--- src/design/tpc_pkg.sv ---
package tpc_pkg;

    // coordinate format
    localparam int CW     = 32;
    localparam int FB     = 16;
    localparam int CLR_W  = 24;

    // widths that follow from the coordinate format
    localparam int PW     = 2 * CW + 1;   // normal times (v - p)
    localparam int DW     = 2 * CW + 3;   // sum of three products
    localparam int RW     = DW + 1;       // divider partial remainder
    localparam int MW     = CW + FB + 2;  // edge delta times t

    // config register file
    localparam int IDX_W  = 3;
    localparam logic [IDX_W-1:0] REG_PX = 3'd0;
    localparam logic [IDX_W-1:0] REG_PY = 3'd1;
    localparam logic [IDX_W-1:0] REG_PZ = 3'd2;
    localparam logic [IDX_W-1:0] REG_NX = 3'd3;
    localparam logic [IDX_W-1:0] REG_NY = 3'd4;
    localparam logic [IDX_W-1:0] REG_NZ = 3'd5;

    localparam logic [CW-1:0] PZ_RST = CW'(((1 << FB) + 5) / 10);
    localparam logic [CW-1:0] NZ_RST = CW'(1 << FB);

    // queue between front and back
    localparam int QDEPTH = 4;
    localparam int QAW    = 2;

    typedef logic signed [PW-1:0] prod_t;
    typedef logic signed [DW-1:0] dist_t;
    typedef logic signed [MW-1:0] mul_t;

    // one vertex, axis 0 is x, 1 is y, 2 is z
    typedef logic [2:0][CW-1:0] vtx_t;

    typedef enum logic [1:0] {
        KIND_PASS = 2'd0,
        KIND_ONE  = 2'd1,
        KIND_TWO  = 2'd2
    } kind_t;

    // classified triangle: edge A is ea->eb, edge B is fa->fb
    typedef struct packed {
        kind_t              kind;
        logic [CLR_W-1:0]   colour;
        vtx_t               ea;
        vtx_t               eb;
        vtx_t               fa;
        vtx_t               fb;
        dist_t              d_ea;
        dist_t              d_eb;
        dist_t              d_fa;
        dist_t              d_fb;
    } clip_item_t;

endpackage

--- src/design/tpc_queue.sv ---
module tpc_queue (
    input  logic                 clk,
    input  logic                 rst_n,
    input  logic                 wr,
    input  tpc_pkg::clip_item_t  din,
    output logic                 full,
    input  logic                 rd,
    output tpc_pkg::clip_item_t  dout,
    output logic                 empty
);
    import tpc_pkg::*;

    clip_item_t       mem [QDEPTH];
    logic [QAW-1:0]   wp_reg;
    logic [QAW-1:0]   rp_reg;
    logic [QAW:0]     cnt_reg;

    assign full  = (cnt_reg == (QAW+1)'(QDEPTH));
    assign empty = (cnt_reg == '0);
    assign dout  = mem[rp_reg];

    always_ff @(posedge clk)
    begin
        if (wr)
            mem[wp_reg] <= din;
    end

    // pointers and fill count
    always_ff @(posedge clk or negedge rst_n)
    begin
        if (!rst_n)
        begin
            wp_reg  <= '0;
            rp_reg  <= '0;
            cnt_reg <= '0;
        end
        else
        begin
            if (wr)
                wp_reg <= wp_reg + 1'b1;
            if (rd)
                rp_reg <= rp_reg + 1'b1;
            if (wr && !rd)
                cnt_reg <= cnt_reg + 1'b1;
            else if (rd && !wr)
                cnt_reg <= cnt_reg - 1'b1;
        end
    end

endmodule

--- config.mk ---
export PLATFORM = sky130hd
export DESIGN_NAME = tpc_queue
export DESIGN_NICKNAME = d
export VERILOG_FILES = /design/src/design/tpc_pkg.sv /design/src/design/tpc_queue.sv
export SDC_FILE = /design/constraint.sdc
export NUM_CORES = 2
export LEC_CHECK = 0
export BUFFER_PORTS_ARGS = -buffer_cell sky130_fd_sc_hd__buf_2
export CAP_MARGIN = 15
export CORE_MARGIN = 2
export CORE_UTILIZATION = 25
export DETAILED_ROUTE_END_ITERATION = 16
export GPL_ROUTABILITY_DRIVEN = 0
export MAX_ROUTING_LAYER = met4
export SYNTH_ARGS = -nofsm -noshare
export SYNTH_HDL_FRONTEND = slang
export SYNTH_SLANG_ARGS = --single-unit
--- constraint.sdc ---
create_clock -name clk -period 21.1 [get_ports clk]
set_input_delay 2.11 -clock clk [delete_from_list [all_inputs] [get_ports clk]]
set_output_delay 2.11 -clock clk [all_outputs]
set_load 0.05 [all_outputs]
# Yosys cells after proc, flatten, opt, wreduce, memory -nomap -nowiden

Memories as Yosys holds them, arrays and structs flattened.
Cells that the tools add are included.

Add/subtract/negate cells: 4
Equality and inequality tests: 1
Mux-type cells: 4
Reduce and logical (&&, ||, !) cells: 6

Operator list:

| kind                                              | number |
|---|---|
| 2-to-1 mux 3 bit                                  | 2 |
| adder 2 x 1 -> 2 bit (second input constant)      | 2 |
| adder 3 x 1 -> 3 bit (second input constant)      | 1 |
| == test 3 bit (second input constant)             | 1 |
| zero test 3 bit                                   | 1 |
| subtractor 3 x 1 -> 3 bit (second input constant) | 1 |
| logical AND 1 bit                                 | 2 |
| zero test 1 bit                                   | 2 |
| 2-to-1 mux 1 bit                                  | 2 |
| nonzero test 2 bit                                | 1 |

Register bits: 7
Bits in writable memories: 2,712
Bits of input ports: 682
Output and inout port bits: 680
Word-level logic and storage cells: 19
Memories: 1

Memory list:

| name | depth | width | rd ports | clocked after Yosys merged registers in | wr ports | RTL line        | source |
|---|---|---|---|---|---|---|---|
| mem  | 4     | 678   | 1        | 0                                       | 1        | tpc_queue.sv:13 | `clip_item_t mem [QDEPTH];` |

# Depth between registers and ports, before layout

Word-level depth: 4
Mapped depth: 7
Depth with buffers taken out: 7

# Least setup slack after synthesis

Ideal clock, no wire load.

Path type: input to register
Start: input wr
End: memory mem[1][0] (netlist bit) (enable)
Setup time: 1,131 ps
Data arrival time: 17,301 ps
Data required time: 19,969 ps
Setup slack: 2,668 ps
Cell stages on the path: 1
Cell sequence: and2_1

Cells in the longest elaborated chain, start to end: 2

Ends and longest elaborated chain:

| element                                | RTL line        | source |
|---|---|---|
| from (decl)                            | tpc_queue.sv:4  | `input logic wr,` |
| 2-to-1 mux 1 bit                       | tpc_queue.sv:24 | `if (wr)` |
| 2-to-1 mux 1 bit (not written as such) | tpc_queue.sv:25 | `mem[wp_reg] <= din;` |
| to (decl)                              | tpc_queue.sv:13 |  |

No other way between the ends.

==> results.cfg <==
[final_layout]
final_cell_mix = 2712 x edfxtp_1, 1361 x buf_2, 678 x mux4_2
layout-drive-gt1-share_pct = 47.2
fin_nets = 5837
area_growth_pct = 23.6
final_util_pct = 31.1
ff_latch_area_um2 = 81600
mostFrequentLayoutCell = edfxtp_1
instances_no_fill = 10700
multi_input_area_um2 = 15500
fillers = 37200
largest_reg_flops = 2712

[clocking]
cts_tree = done
clock-sinks = 2719
cts-root-buf = clkbuf_16
cts.repair.resized = 0
cts_max_level = 5
clkTransAtPathRegs_ps = 60
cts_buffers = 296
cts_hold_buf = 0
post_cts_buffers = 0
clock_latency_ps = 920
cts_buffer_depth = 4

[global_route]
grt_pass1_vias = 47800
grtUsageTotal_pct = 13.9
busiest_layer = met2
globalRouteMet2Util_pct = 24.1
use_met3_pct = 4.83
antenna_found_initial = 230
overflow = 0
grt_pass1_wl_um = 383000
met1_usage_pct = 14.2
grt_max_degree = 128

[power]
pwr-share-comb_pct = 38.6
clock_power_share_pct = 25.4
p_int_uw = 12100
p_leak_uw = 0.0399
p_seq_share_pct = 36.0
power.density_nw_per_um2 = 167
p_total_uw = 20300
switching_share_pct = 40.5
p_switching_uw = 8220
vdd_drop_max_mv = 0.115

[sta]
hold_viol_final = 0
post-route-min-period_ps = 8320
max_slew_margin_pct = 19.8
finalSetupTns_ps = 0
max_freq_mhz = 120
drv_slew = 0
fin_crit_sh_pct = 39.4
setup_viol = 0
rsz0062_at_grt = false
clock_skew_ps = 55.7
hold_slack_ps = 491
tightest_slew_ps = 1200

[worst_setup_path]
crit_fanout = 48
crit_family = buffers and inverters
critPathKind = reg -> out
worstPathArrival_ps = 6210
critical-path-slowest-cell = buf_4
critPathMaxStageDelay_ps = 900
startpoint_type = flip-flop
reg2reg_slack_ps = 15950
critPathMostFrequentCell = buf_4
cp_cell_sequence = buf_4 -> buf_4 -> buf_4 -> buf_4 -> mux4_2 -> buf_2
path_buf_inv = 5
critPathRequiredTime_ps = 18990
end_kind = primary output

[placement]
hpwl_um = 193000
placed_cells = 10000
portBuffers = 1361

[die]
core.rowCount = 229
core_um2 = 390000
initial_core_util_pct = 25.2
dieHeight_um = 630
chipWidth_um = 630
ios = 1362
dieArea_um2 = 397000

[detailed_routing]
num_vias = 45900
route.detailed.drc = 0
viasPerCell = 4.29
drt_wl_total_um = 279000
ant_nets = 0
drt_iter0_markers = 3552
firstDrtPassIters = 7
wire_per_inst_um = 26.0

[logic_synthesis]
synthCells = 3576
syn_avg_cell_area_um2 = 27.4
ys_seq_area_share_pct = 83.2
yosys_register_bits = 2719
synthTopCellsByArea = edfxtp_1 83%, mux4_2 16%, buf_2 0.35%
synth_top_area_cell = edfxtp_1
syn-num-nets = 4264
synth_top_area_share_pct = 83.1
synth_warnings = 0
syn_area_um2 = 98100
ys_types = 20

[run_status]
outcome = completed

[worst_hold_path]
hold_path.class = reg -> reg

[flow_run]
cap_violations = 0
final cells by class:
cell class,instances,area share [%]
flip-flops and latches,2719,67.4
repair buffers,1427,6.11
well taps,5197,5.37
diodes,133,0.275
clock buffers,348,6.27
multi-input cells,701,12.8
clock inverters,187,1.82
inverters,4,0.0124
per-layer routing:
metal  wire length (um)  up-vias
li1                   -    19000
met1              95900    24400
met2             148000     1889
met3              24100      648
met4              11500        0
met5                  0        -
power groups by stage:
stage	sequential, uW	clock, uW	combinational [uW]
3_3_place_gp	7360	0	8030
3_5_place_dp	7420	0	8020
4_1_cts	7310	5300	8040
5_1_grt	7380	5500	8160
6_report	7300	5160	7830
2_1_floorplan	8120	0	5740
logic make-up after synthesis:
family | after synthesis | synth area share (%)
compound gates | 1 | 0.00510
xor+xnor | 6 | 0.0536
fa+ha+maj | 6 | 0.0842
buf+inv | 156 | 0.990
flops | 2719 | 83.2
mux | 679 | 15.6
simple gates | 9 | 0.0498
stage by stage:
| stage | cell area, um2 | setup WS [ps] |
|---|---|---|
| 3_5_place_dp | 111000 | 13230 |
| 3_3_place_gp | 111000 | 13230 |
| 6_report | 121000 | 12780 |
| 5_1_grt | 121000 | 11960 |
| 4_1_cts | 121000 | 12210 |
| 2_1_floorplan | 98100 | 2670 |
synthesized netlist by cell type:
cell type  instances
inv_1              4
nor2_1             1
and2_1             4
buf_6             23
nor3b_1            1
edfxtp_1        2712
nor3_1             1
dfrtp_1            7
buf_2             68
xor2_1             4
xnor2_1            2
nand2_1            2
o21ai_0            1
clkbuf_1           9
mux4_2           678
ha_1               5
mux2_2             1
fa_1               1
buf_1             18
buf_4             34
worst paths after layout:
check	startpoint	to	cells past startpoint
setup / recovery	rp_reg[0]	dout[50]	6
setup reg to reg	wp_reg[1]	mem[1][337]	7
hold reg to reg	cnt_reg[2]	cnt_reg[2]	1
min in group asynchronous	rst_n	wp_reg[1]	1
max in group asynchronous	rst_n	rp_reg[0]	1
hold / removal	cnt_reg[2]	cnt_reg[2]	1
(Power assumes the default switching activity.)
